===== src/slm_pkg.sv =====
// shared types, constants and the closure function of the line matcher
// no dependencies; used by every module and by the input and configuration interfaces
package slm_pkg;

  localparam int MAX_ELEMENTS = 16;
  localparam int POS_W        = MAX_ELEMENTS + 1;
  localparam int LEN_W        = $clog2(MAX_ELEMENTS + 1);
  localparam int CHAR_W       = 8;
  localparam int CFG_IDX_W    = 8;
  localparam int CFG_DATA_W   = 32;
  localparam int CHAR_REGS    = 4;
  localparam int QUEUE_DEPTH  = 4;
  localparam int QPTR_W       = $clog2(QUEUE_DEPTH);
  localparam int QCNT_W       = $clog2(QUEUE_DEPTH + 1);

  // configuration register indexes
  localparam logic [CFG_IDX_W-1:0] CFG_CHARS_0   = 8'd0;
  localparam logic [CFG_IDX_W-1:0] CFG_CHARS_1   = 8'd1;
  localparam logic [CFG_IDX_W-1:0] CFG_CHARS_2   = 8'd2;
  localparam logic [CFG_IDX_W-1:0] CFG_CHARS_3   = 8'd3;
  localparam logic [CFG_IDX_W-1:0] CFG_WILDCARD  = 8'd4;
  localparam logic [CFG_IDX_W-1:0] CFG_REPEAT    = 8'd5;
  localparam logic [CFG_IDX_W-1:0] CFG_LENGTH    = 8'd6;
  localparam logic [CFG_IDX_W-1:0] CFG_ANCHOR    = 8'd7;

  // anchor_mode bits
  localparam int ANCHOR_START_BIT = 0;
  localparam int ANCHOR_END_BIT   = 1;

  typedef struct packed {
    logic [MAX_ELEMENTS-1:0][CHAR_W-1:0] chars;
    logic [MAX_ELEMENTS-1:0]             wild;
    logic [MAX_ELEMENTS-1:0]             rep_n;
    logic [MAX_ELEMENTS-1:0]             below_n;
    logic [POS_W-1:0]                    accept;
    logic                                start_anchor;
    logic                                end_anchor;
  } slm_cfg_t;

  typedef struct packed {
    logic [MAX_ELEMENTS-1:0] hit;
    logic                    last;
  } slm_word_t;

  // add every position reached by skipping starred elements; the carry
  // chain of one add propagates through runs of starred elements
  function automatic logic [POS_W-1:0] slm_close(input logic [POS_W-1:0] s,
                                                 input logic [MAX_ELEMENTS-1:0] rep);
    logic [POS_W-1:0] x;
    logic [POS_W-1:0] y;
    logic [POS_W-1:0] carries;
    x       = s & {1'b0, rep};
    y       = {1'b0, rep};
    carries = (x + y) ^ x ^ y;
    return s | carries;
  endfunction

endpackage


===== src/slm_in_if.sv =====
// input channel of the line matcher: one text byte per word
// depends on slm_pkg for the byte width
interface slm_in_if;
  import slm_pkg::*;

  logic              valid;
  logic              ready;
  logic [CHAR_W-1:0] text_byte;
  logic              end_of_line;

  modport source (output valid, output text_byte, output end_of_line, input ready);
  modport sink   (input valid, input text_byte, input end_of_line, output ready);
endinterface


===== src/slm_out_if.sv =====
// result channel of the line matcher: one match flag per line
// no dependencies
interface slm_out_if;
  logic valid;
  logic ready;
  logic line_matched;

  modport source (output valid, output line_matched, input ready);
  modport sink   (input valid, input line_matched, output ready);
endinterface


===== src/slm_cfg_if.sv =====
// configuration write channel of the line matcher
// depends on slm_pkg for index and data widths
interface slm_cfg_if;
  import slm_pkg::*;

  logic                  valid;
  logic                  ready;
  logic [CFG_IDX_W-1:0]  index;
  logic [CFG_DATA_W-1:0] data;

  modport source (output valid, output index, output data, input ready);
  modport sink   (input valid, input index, input data, output ready);
endinterface


===== src/slm_front.sv =====
// front end: takes text bytes and classifies them against every element
// depends on slm_pkg and slm_in_if
module slm_front (
  slm_in_if.sink               in_if,
  input  slm_pkg::slm_cfg_t    cfg,
  input  logic                 queue_full,
  output logic                 push,
  output slm_pkg::slm_word_t   push_word
);
  import slm_pkg::*;

  logic [MAX_ELEMENTS-1:0] hit;

  always_comb begin
    for (int i = 0; i < MAX_ELEMENTS; i++) begin
      hit[i] = cfg.wild[i] || (cfg.chars[i] == in_if.text_byte);
    end
  end

  assign in_if.ready    = !queue_full;
  assign push           = in_if.valid && !queue_full;
  assign push_word.hit  = hit;
  assign push_word.last = in_if.end_of_line;

endmodule


===== src/slm_queue.sv =====
// short queue of classified words between front and back end
// depends on slm_pkg
module slm_queue (
  input  logic                 clk,
  input  logic                 rst_n,
  input  logic                 push,
  input  slm_pkg::slm_word_t   push_word,
  output logic                 full,
  input  logic                 pop,
  output logic                 head_valid,
  output slm_pkg::slm_word_t   head_word
);
  import slm_pkg::*;

  slm_word_t           mem_r [QUEUE_DEPTH];
  logic [QPTR_W-1:0]   wr_ptr_r;
  logic [QPTR_W-1:0]   rd_ptr_r;
  logic [QCNT_W-1:0]   count_r;
  logic                do_pop;

  assign full       = (count_r == QCNT_W'(QUEUE_DEPTH));
  assign head_valid = (count_r != '0);
  assign head_word  = mem_r[rd_ptr_r];
  assign do_pop     = pop && head_valid;

  always_ff @(posedge clk) begin
    if (push) begin
      mem_r[wr_ptr_r] <= push_word;
    end
  end

  always_ff @(posedge clk) begin
    if (!rst_n) begin
      wr_ptr_r <= '0;
      rd_ptr_r <= '0;
      count_r  <= '0;
    end else begin
      if (push) begin
        wr_ptr_r <= wr_ptr_r + QPTR_W'(1);
      end
      if (do_pop) begin
        rd_ptr_r <= rd_ptr_r + QPTR_W'(1);
      end
      count_r <= count_r + QCNT_W'(push) - QCNT_W'(do_pop);
    end
  end

`ifndef SYNTHESIS
  a_no_overflow: assert property (@(posedge clk) disable iff (!rst_n)
    count_r <= QCNT_W'(QUEUE_DEPTH))
    else $error("queue count above depth");
`endif

endmodule


===== src/slm_back.sv =====
// back end: bit-parallel position update, line end finish and result register
// depends on slm_pkg and slm_out_if
module slm_back (
  input  logic                 clk,
  input  logic                 rst_n,
  input  slm_pkg::slm_cfg_t    cfg,
  input  logic                 head_valid,
  input  slm_pkg::slm_word_t   head_word,
  output logic                 pop,
  slm_out_if.source            out_if
);
  import slm_pkg::*;

  logic [POS_W-1:0]        live_r, live_nxt;
  logic                    at_start_r, at_start_nxt;
  logic                    match_r, match_nxt;
  logic                    fin_valid_r, fin_valid_nxt;
  logic [POS_W-1:0]        fin_set_r;
  logic                    fin_match_r;
  logic                    out_valid_r, out_valid_nxt;
  logic                    out_matched_r;

  logic                    fin_move;
  logic                    a_fire;
  logic [POS_W-1:0]        keep_mask;
  logic [POS_W-1:0]        set_c;
  logic [MAX_ELEMENTS-1:0] act;
  logic [POS_W-1:0]        raw;
  logic                    seed;
  logic                    step_match;
  logic [POS_W-1:0]        fin_closed;
  logic                    fin_result;

  assign fin_move = fin_valid_r && (!out_valid_r || out_if.ready);
  // a last byte waits until the finish slot frees up
  assign a_fire   = head_valid && (!head_word.last || !fin_valid_r || fin_move);
  assign pop      = a_fire;

  assign keep_mask  = cfg.accept | {1'b0, cfg.below_n};
  assign seed       = !cfg.start_anchor || at_start_r;
  assign set_c      = slm_close((live_r & keep_mask) | POS_W'(seed), cfg.rep_n);
  assign step_match = !cfg.end_anchor && ((set_c & cfg.accept) != '0);
  assign act        = set_c[MAX_ELEMENTS-1:0] & head_word.hit & cfg.below_n;
  // starred elements stay put, others move one position on
  assign raw        = {1'b0, act & cfg.rep_n} | {act & ~cfg.rep_n, 1'b0};

  // line end: one more start unless anchored, then check the accept position
  assign fin_closed = slm_close(fin_set_r | POS_W'(!cfg.start_anchor), cfg.rep_n);
  assign fin_result = fin_match_r || ((fin_closed & cfg.accept) != '0);

  always_comb begin
    live_nxt      = live_r;
    at_start_nxt  = at_start_r;
    match_nxt     = match_r;
    fin_valid_nxt = fin_valid_r;
    out_valid_nxt = out_valid_r;
    if (fin_move) begin
      fin_valid_nxt = 1'b0;
      out_valid_nxt = 1'b1;
    end else if (out_if.ready) begin
      out_valid_nxt = 1'b0;
    end
    if (a_fire) begin
      if (head_word.last) begin
        live_nxt      = '0;
        at_start_nxt  = 1'b1;
        match_nxt     = 1'b0;
        fin_valid_nxt = 1'b1;
      end else begin
        live_nxt     = raw;
        at_start_nxt = 1'b0;
        match_nxt    = match_r || step_match;
      end
    end
  end

  always_ff @(posedge clk) begin
    if (!rst_n) begin
      live_r      <= '0;
      at_start_r  <= 1'b1;
      match_r     <= 1'b0;
      fin_valid_r <= 1'b0;
      out_valid_r <= 1'b0;
    end else begin
      live_r      <= live_nxt;
      at_start_r  <= at_start_nxt;
      match_r     <= match_nxt;
      fin_valid_r <= fin_valid_nxt;
      out_valid_r <= out_valid_nxt;
    end
  end

  always_ff @(posedge clk) begin
    if (a_fire && head_word.last) begin
      fin_set_r   <= raw;
      fin_match_r <= match_r || step_match;
    end
    if (fin_move) begin
      out_matched_r <= fin_result;
    end
  end

  assign out_if.valid        = out_valid_r;
  assign out_if.line_matched = out_matched_r;

`ifndef SYNTHESIS
  a_line_restart: assert property (@(posedge clk) disable iff (!rst_n)
    a_fire && head_word.last |=> at_start_r && live_r == '0 && !match_r)
    else $error("state not cleared after line end");

  a_fin_loaded: assert property (@(posedge clk) disable iff (!rst_n)
    a_fire && head_word.last |=> fin_valid_r)
    else $error("line end lost before finish stage");

  a_fin_hold: assert property (@(posedge clk) disable iff (!rst_n)
    fin_valid_r && !fin_move |=> fin_valid_r && $stable(fin_match_r))
    else $error("stalled finish stage changed");
`endif

endmodule


===== src/simple_regex_line_matcher_unit.sv =====
// a line's result word passes the finish stage and then the result register
// throughput: one text byte per cycle while the queue is not full; the live position
// set closes its loop through one 17-bit carry chain in the back end each cycle
// synchronous active-low reset clears the configuration, the queue and the line state
// holds the configuration registers; depends on slm_pkg, the three channel
// interfaces, slm_front, slm_queue and slm_back
module simple_regex_line_matcher_unit (
  input  logic       clk,
  input  logic       rst_n,
  slm_in_if.sink     in_if,
  slm_out_if.source  out_if,
  slm_cfg_if.sink    cfg_if
);
  import slm_pkg::*;

  logic [CHAR_REGS-1:0][CFG_DATA_W-1:0] chars_r;
  logic [MAX_ELEMENTS-1:0]              wild_r;
  logic [MAX_ELEMENTS-1:0]              rep_r;
  logic [LEN_W-1:0]                     len_r;
  logic [1:0]                           anchor_r;

  logic [LEN_W-1:0]  n_used;
  logic [POS_W-1:0]  accept;
  logic [POS_W-1:0]  below_full;
  slm_cfg_t          cfg;

  logic              push;
  slm_word_t         push_word;
  logic              queue_full;
  logic              pop;
  logic              head_valid;
  slm_word_t         head_word;

  assign cfg_if.ready = 1'b1;

  always_ff @(posedge clk) begin
    if (!rst_n) begin
      chars_r  <= '0;
      wild_r   <= '0;
      rep_r    <= '0;
      len_r    <= '0;
      anchor_r <= '0;
    end else if (cfg_if.valid) begin
      unique case (cfg_if.index) inside
        CFG_CHARS_0, CFG_CHARS_1, CFG_CHARS_2, CFG_CHARS_3: begin
          chars_r[cfg_if.index[1:0]] <= cfg_if.data;
        end
        CFG_WILDCARD: wild_r   <= cfg_if.data[MAX_ELEMENTS-1:0];
        CFG_REPEAT:   rep_r    <= cfg_if.data[MAX_ELEMENTS-1:0];
        CFG_LENGTH:   len_r    <= cfg_if.data[LEN_W-1:0];
        CFG_ANCHOR:   anchor_r <= cfg_if.data[1:0];
        default: ;
      endcase
    end
  end

  // lengths above the element count clamp to it
  assign n_used     = (len_r > LEN_W'(MAX_ELEMENTS)) ? LEN_W'(MAX_ELEMENTS) : len_r;
  assign accept     = POS_W'(1) << n_used;
  assign below_full = accept - POS_W'(1);

  always_comb begin
    cfg.chars        = chars_r;
    cfg.wild         = wild_r;
    cfg.below_n      = below_full[MAX_ELEMENTS-1:0];
    cfg.rep_n        = rep_r & below_full[MAX_ELEMENTS-1:0];
    cfg.accept       = accept;
    cfg.start_anchor = anchor_r[ANCHOR_START_BIT];
    cfg.end_anchor   = anchor_r[ANCHOR_END_BIT];
  end

  slm_front u_front (
    .in_if      (in_if),
    .cfg        (cfg),
    .queue_full (queue_full),
    .push       (push),
    .push_word  (push_word)
  );

  slm_queue u_queue (
    .clk        (clk),
    .rst_n      (rst_n),
    .push       (push),
    .push_word  (push_word),
    .full       (queue_full),
    .pop        (pop),
    .head_valid (head_valid),
    .head_word  (head_word)
  );

  slm_back u_back (
    .clk        (clk),
    .rst_n      (rst_n),
    .cfg        (cfg),
    .head_valid (head_valid),
    .head_word  (head_word),
    .pop        (pop),
    .out_if     (out_if)
  );

endmodule

===== src/flat_wrapper.sv =====
// flat-port wrapper written by rule: the top's interface ports become plain ports
module simple_regex_line_matcher_unit_flat import slm_pkg::*;
  (clk, rst_n, in_if_valid, in_if_text_byte, in_if_end_of_line, in_if_ready, out_if_valid, out_if_line_matched, out_if_ready, cfg_if_valid, cfg_if_index, cfg_if_data, cfg_if_ready);
  slm_in_if in_if_i ();
  slm_out_if out_if_i ();
  slm_cfg_if cfg_if_i ();
  input  logic clk;
  input  logic rst_n;
  input wire logic [$bits(in_if_i.valid)-1:0] in_if_valid;
  input wire logic [$bits(in_if_i.text_byte)-1:0] in_if_text_byte;
  input wire logic [$bits(in_if_i.end_of_line)-1:0] in_if_end_of_line;
  output wire logic [$bits(in_if_i.ready)-1:0] in_if_ready;
  output wire logic [$bits(out_if_i.valid)-1:0] out_if_valid;
  output wire logic [$bits(out_if_i.line_matched)-1:0] out_if_line_matched;
  input wire logic [$bits(out_if_i.ready)-1:0] out_if_ready;
  input wire logic [$bits(cfg_if_i.valid)-1:0] cfg_if_valid;
  input wire logic [$bits(cfg_if_i.index)-1:0] cfg_if_index;
  input wire logic [$bits(cfg_if_i.data)-1:0] cfg_if_data;
  output wire logic [$bits(cfg_if_i.ready)-1:0] cfg_if_ready;
  assign in_if_i.valid = in_if_valid;
  assign in_if_i.text_byte = in_if_text_byte;
  assign in_if_i.end_of_line = in_if_end_of_line;
  assign in_if_ready = in_if_i.ready;
  assign out_if_valid = out_if_i.valid;
  assign out_if_line_matched = out_if_i.line_matched;
  assign out_if_i.ready = out_if_ready;
  assign cfg_if_i.valid = cfg_if_valid;
  assign cfg_if_i.index = cfg_if_index;
  assign cfg_if_i.data = cfg_if_data;
  assign cfg_if_ready = cfg_if_i.ready;
  simple_regex_line_matcher_unit u_core (.clk(clk), .rst_n(rst_n), .in_if(in_if_i), .out_if(out_if_i), .cfg_if(cfg_if_i));
endmodule

===== config.mk =====
export PLATFORM = sky130hd
export DESIGN_NAME = simple_regex_line_matcher_unit_flat
export DESIGN_NICKNAME = d
export VERILOG_FILES = /design/src/slm_pkg.sv /design/src/slm_in_if.sv /design/src/slm_out_if.sv /design/src/slm_cfg_if.sv /design/src/slm_front.sv /design/src/slm_queue.sv /design/src/slm_back.sv /design/src/simple_regex_line_matcher_unit.sv /design/src/flat_wrapper.sv
export SDC_FILE = /design/constraint.sdc
export NUM_CORES = 1
export LEC_CHECK = 0
export ABC_AREA = 1
export BUFFER_PORTS_ARGS = -buffer_cell sky130_fd_sc_hd__buf_2
export CORE_UTILIZATION = 35
export DETAILED_ROUTE_END_ITERATION = 8
export PLACE_DENSITY = 0.51
export SLEW_MARGIN = 20
export SYNTH_ARGS = -nofsm -noshare
export SYNTH_HDL_FRONTEND = slang
export SYNTH_SLANG_ARGS = --single-unit

===== constraint.sdc =====
create_clock -name clk -period 6.8 [get_ports clk]
set_input_delay 0.34 -clock clk [delete_from_list [all_inputs] [get_ports clk]]
set_output_delay 0.34 -clock clk [all_outputs]
set_load 0.005 [all_outputs]

==> impl_metrics.csv <==
group,metric,value,unit
flow_run,cap_violations,0,
timing,slew_headroom,27.8,%
outcome,status,"finished, final reports clean",
global_route,grt.busiest_layer,"met2",
synth,synth_cell_type_count,56,
worst_setup_path,cp_common_cell,"nand2_1",
global_route,grt_pass1_wl,71.5,mm
timing,post-route-period-util,59.1,%
placement,portBuffers,56,
clock_network,cts_hold_buf,0,
worst_setup_path,arrival,4.26,ns
cells_and_area,fin_cells,2510,
worst_setup_path,end_kind,"flip-flop",
routing,drc_errors,0,
worst_setup_path,critical-path-max-stage-delay,0.47,ns
floorplan,die_x,206,um
synth,synth_flop_cell,"dfxtp_1",
worst_setup_path,crit_chain,"inv_2 > nand2_2 > nor2_1 > nand2_1 > inv_1 > nor4_2 > nand2_1 > nor2_2 > inv_1 > ha_1 > nand2_1 > inv_2 > nand2_1 > nand2_1 > nand2_1 > a21boi_0 > inv_1 > a21oi_1 > nand2_1 > o21ai_0 > inv_1 > nor2_1 > nand4_1",
power,leakage,6.80,nW
placement,gp_congestion,0.892,
clock_network,cts_tree,"yes",
worst_setup_path,startpoint_type,"flip-flop",
power,total_power,4.43,mW
routing,totalWireLength,45.6,mm
worst_setup_path,reg2reg_from,"u_core.len_r[4]",
clock_network,clock_latency,0.54,ns
min_path,hp-start,"in_if_end_of_line",
synth,avgSynthCellArea,7.54,um2
routing,routedWlPerCell,18.2,um
cells_and_area,syn_to_final_growth,12.8,%
timing,tightest_slew,1.08,ns
synth,ys_ff_latch,284,
power,irDropWorstVdd,157,uV
timing,slew_violations,0,
min_path,hold_class,"in -> reg",
worst_setup_path,crit_required,7.04,ns
timing,fmax,0.249,GHz
worst_setup_path,cpMaxStageDelayCell,"dfxtp_1",
worst_setup_path,setup.worst_path.start,"u_core.len_r[4]",
worst_setup_path,crit_type,"reg -> reg",
timing,fin_crit,4.02,ns
routing,routed_via_density,5.09,
placement,dp_hpwl,31.6,mm
global_route,antenna_found_initial,0,
timing,setup_violations,0,
cells_and_area,fin_util,40.0,%
routing,vias,12800,
global_route,gr-usage-met2,38.9,%
timing,rsz0062_at_grt,"false",
timing,timing.final.hold_violations,0,
cells_and_area,nets,2032,
cells_and_area,final_cell_mix,"nor2_1 (449), nand2_1 (260), o21ai_0 (225), dfxtp_1 (197), inv_1 (134)",
cells_and_area,diodes,0,
synth,postSynthCellCount,1927,
floorplan,io_pins,58,
clock_network,post_cts_resize_count,0,
worst_setup_path,critPathBufInv,6,
floorplan,core.rowCount,74,
synth,netlist_area,0.0145,mm2
clock_network,root_buffer,"clkbuf_16",
global_route,overflow,0,
timing,setup_slack,2.78,ns
synth,syn_nets,2006,
synth,async_reset_ff_share,0,%
timing,final.setup.tns,0,ns
worst_setup_path,crit_family,"simple AND/OR/NAND/NOR gates",
global_route,grt_max_degree,126,
synth,synth_edf_count,87,
clock_network,clk_pin_slew_worst_paths,0.06,ns
clock_network,tritoncts.num_buffers,34,
routing,drt_iter0_markers,763,
cells_and_area,final_common_cell,"nor2_1",
timing,clock_skew,0.0201,ns
clock_network,cts_max_path_buffers,3,
cells_and_area,drive_gt1_share,14.2,%
floorplan,die-area,0.0423,mm2
placement,dp_slack,2.85,ns
synth,synth_warnings,0,
clock_network,htreeDepth,2,
routing,ant_nets,0,
clock_network,post-cts-setup-buffers,0,
global_route,grt_usage,22.1,%
clock_network,cts_num_sinks,284,
power,power_density,270,mW/mm2
global_route,grt_pass1_vias,12400,
global_route,gr-usage-met1,28.2,%
placement,dpl.cell_count,2448,
routing,firstDrtPassIters,5,
worst_setup_path,worstPathMaxFanout,6,
global_route,use_met3,2.88,%
floorplan,start_util,35.5,%
floorplan,coreArea,0.0409,mm2
synth,yosysSeqAreaShare,45.1,%
floorplan,die_y,206,um
-- sequential cells by signal, indices dropped and copies added (netlist names), named ones only --
signal	count
u_core.anchor_r	2
u_core.cfg	128
u_core.len_r	5
u_core.rep_r	16
u_core.u_back.at_start_r	1
u_core.u_back.fin_match_r	1
u_core.u_back.fin_set_r	17
u_core.u_back.fin_valid_r	1
u_core.u_back.live_r	17
u_core.u_back.match_r	1
u_core.u_back.out_if.line_matched	1
u_core.u_back.out_if.valid	1
u_core.u_queue.count_r	3
u_core.u_queue.mem_r	68
u_core.u_queue.rd_ptr_r	2
u_core.u_queue.wr_ptr_r	2
u_core.wild_r	16
-- logic make-up after synthesis --
| kind of cell | share of synthesized area (%) |
|---|---|
| AND/OR/NAND/NOR | 28.9 |
| AO/OA/AOI/OAI | 13.4 |
| flip-flops | 45.1 |
| buffers and inverters | 6.25 |
| XOR/XNOR | 4.04 |
| adder cells (fa/ha/maj) | 2.21 |
| other | 0.0258 |
-- worst reg2reg max path, cell delays in order, from the launching register on --
cell and delay, ns:
dfxtp_1 0.47, inv_2 0.12, nand2_2 0.12, nor2_1 0.07, nand2_1 0.15, inv_1 0.11, nor4_2 0.29, nand2_1 0.15
nor2_2 0.20, inv_1 0.07, ha_1 0.30, nand2_1 0.13, inv_2 0.08, nand2_1 0.10, nand2_1 0.06, nand2_1 0.06
a21boi_0 0.23, inv_1 0.06, a21oi_1 0.13, nand2_1 0.15, o21ai_0 0.35, inv_1 0.09, nor2_1 0.13, nand4_1 0.12
-- cell usage after synthesis, drive strengths merged, types with 4 or more instances --
cell type	n	share of area, %
a21oi	54	1.9
a31o	16	0.96
a31oi	4	0.22
and2	6	0.26
buf	13	0.43
clkbuf	69	1.8
dfxtp	197	27
edfxtp	87	18
ha	24	2.1
inv	155	4.0
nand2	277	7.5
nand3	85	3.2
nand4	26	1.1
nor2	468	12
nor3	27	1.1
nor4	5	0.30
o21ai	234	8.2
o22ai	26	1.2
o31ai	4	0.21
or2	63	2.7
xnor2	66	4.0
-- worst paths after layout --
kind,to,slack (ns),depth (start not counted)
max,u_core.u_back.out_if.line_matched,2.78,23
min,u_core.u_queue.mem_r[2][0],0.04,1
max reg2reg,u_core.u_back.out_if.line_matched,2.78,23
min reg2reg,flip-flop,0.47,2
-- report_power, final --
part	internal (mW)	leakage, nW	switching [mW]	total, mW
logic	0.183	3.79	0.518	0.702
registers	1.87	2.49	0.0594	1.93
clock network	1.04	0.524	0.749	1.79
total	3.10	6.80	1.33	4.43
-- layer usage --
layer,vias up,wire length (um)
li1,6370,-
met1,6096,20700
met2,236,22300
met3,62,1610
met4,0,1010
met5,-,0
-- stage by stage --
stage                     area [um2]  hold slack (ns)
after floorplan                14500            0.430
after global placement         15300            0.450
after detailed placement       15300            0.455
after CTS                      16400           0.0123
after global routing           16400           0.0299
final                          16400           0.0359
-- final cells by class --
type / instances / area (um2)
flip-flops and latches: 284 / 6560
multi-input cells: 1405 / 7070
repair buffers: 72 / 415
fillers: 4278 / 24500
well taps: 532 / 666
inverters: 156 / 586
clock buffers: 45 / 922
clock inverters: 16 / 164
No activity file was read; power rests on OpenSTA's default activity.
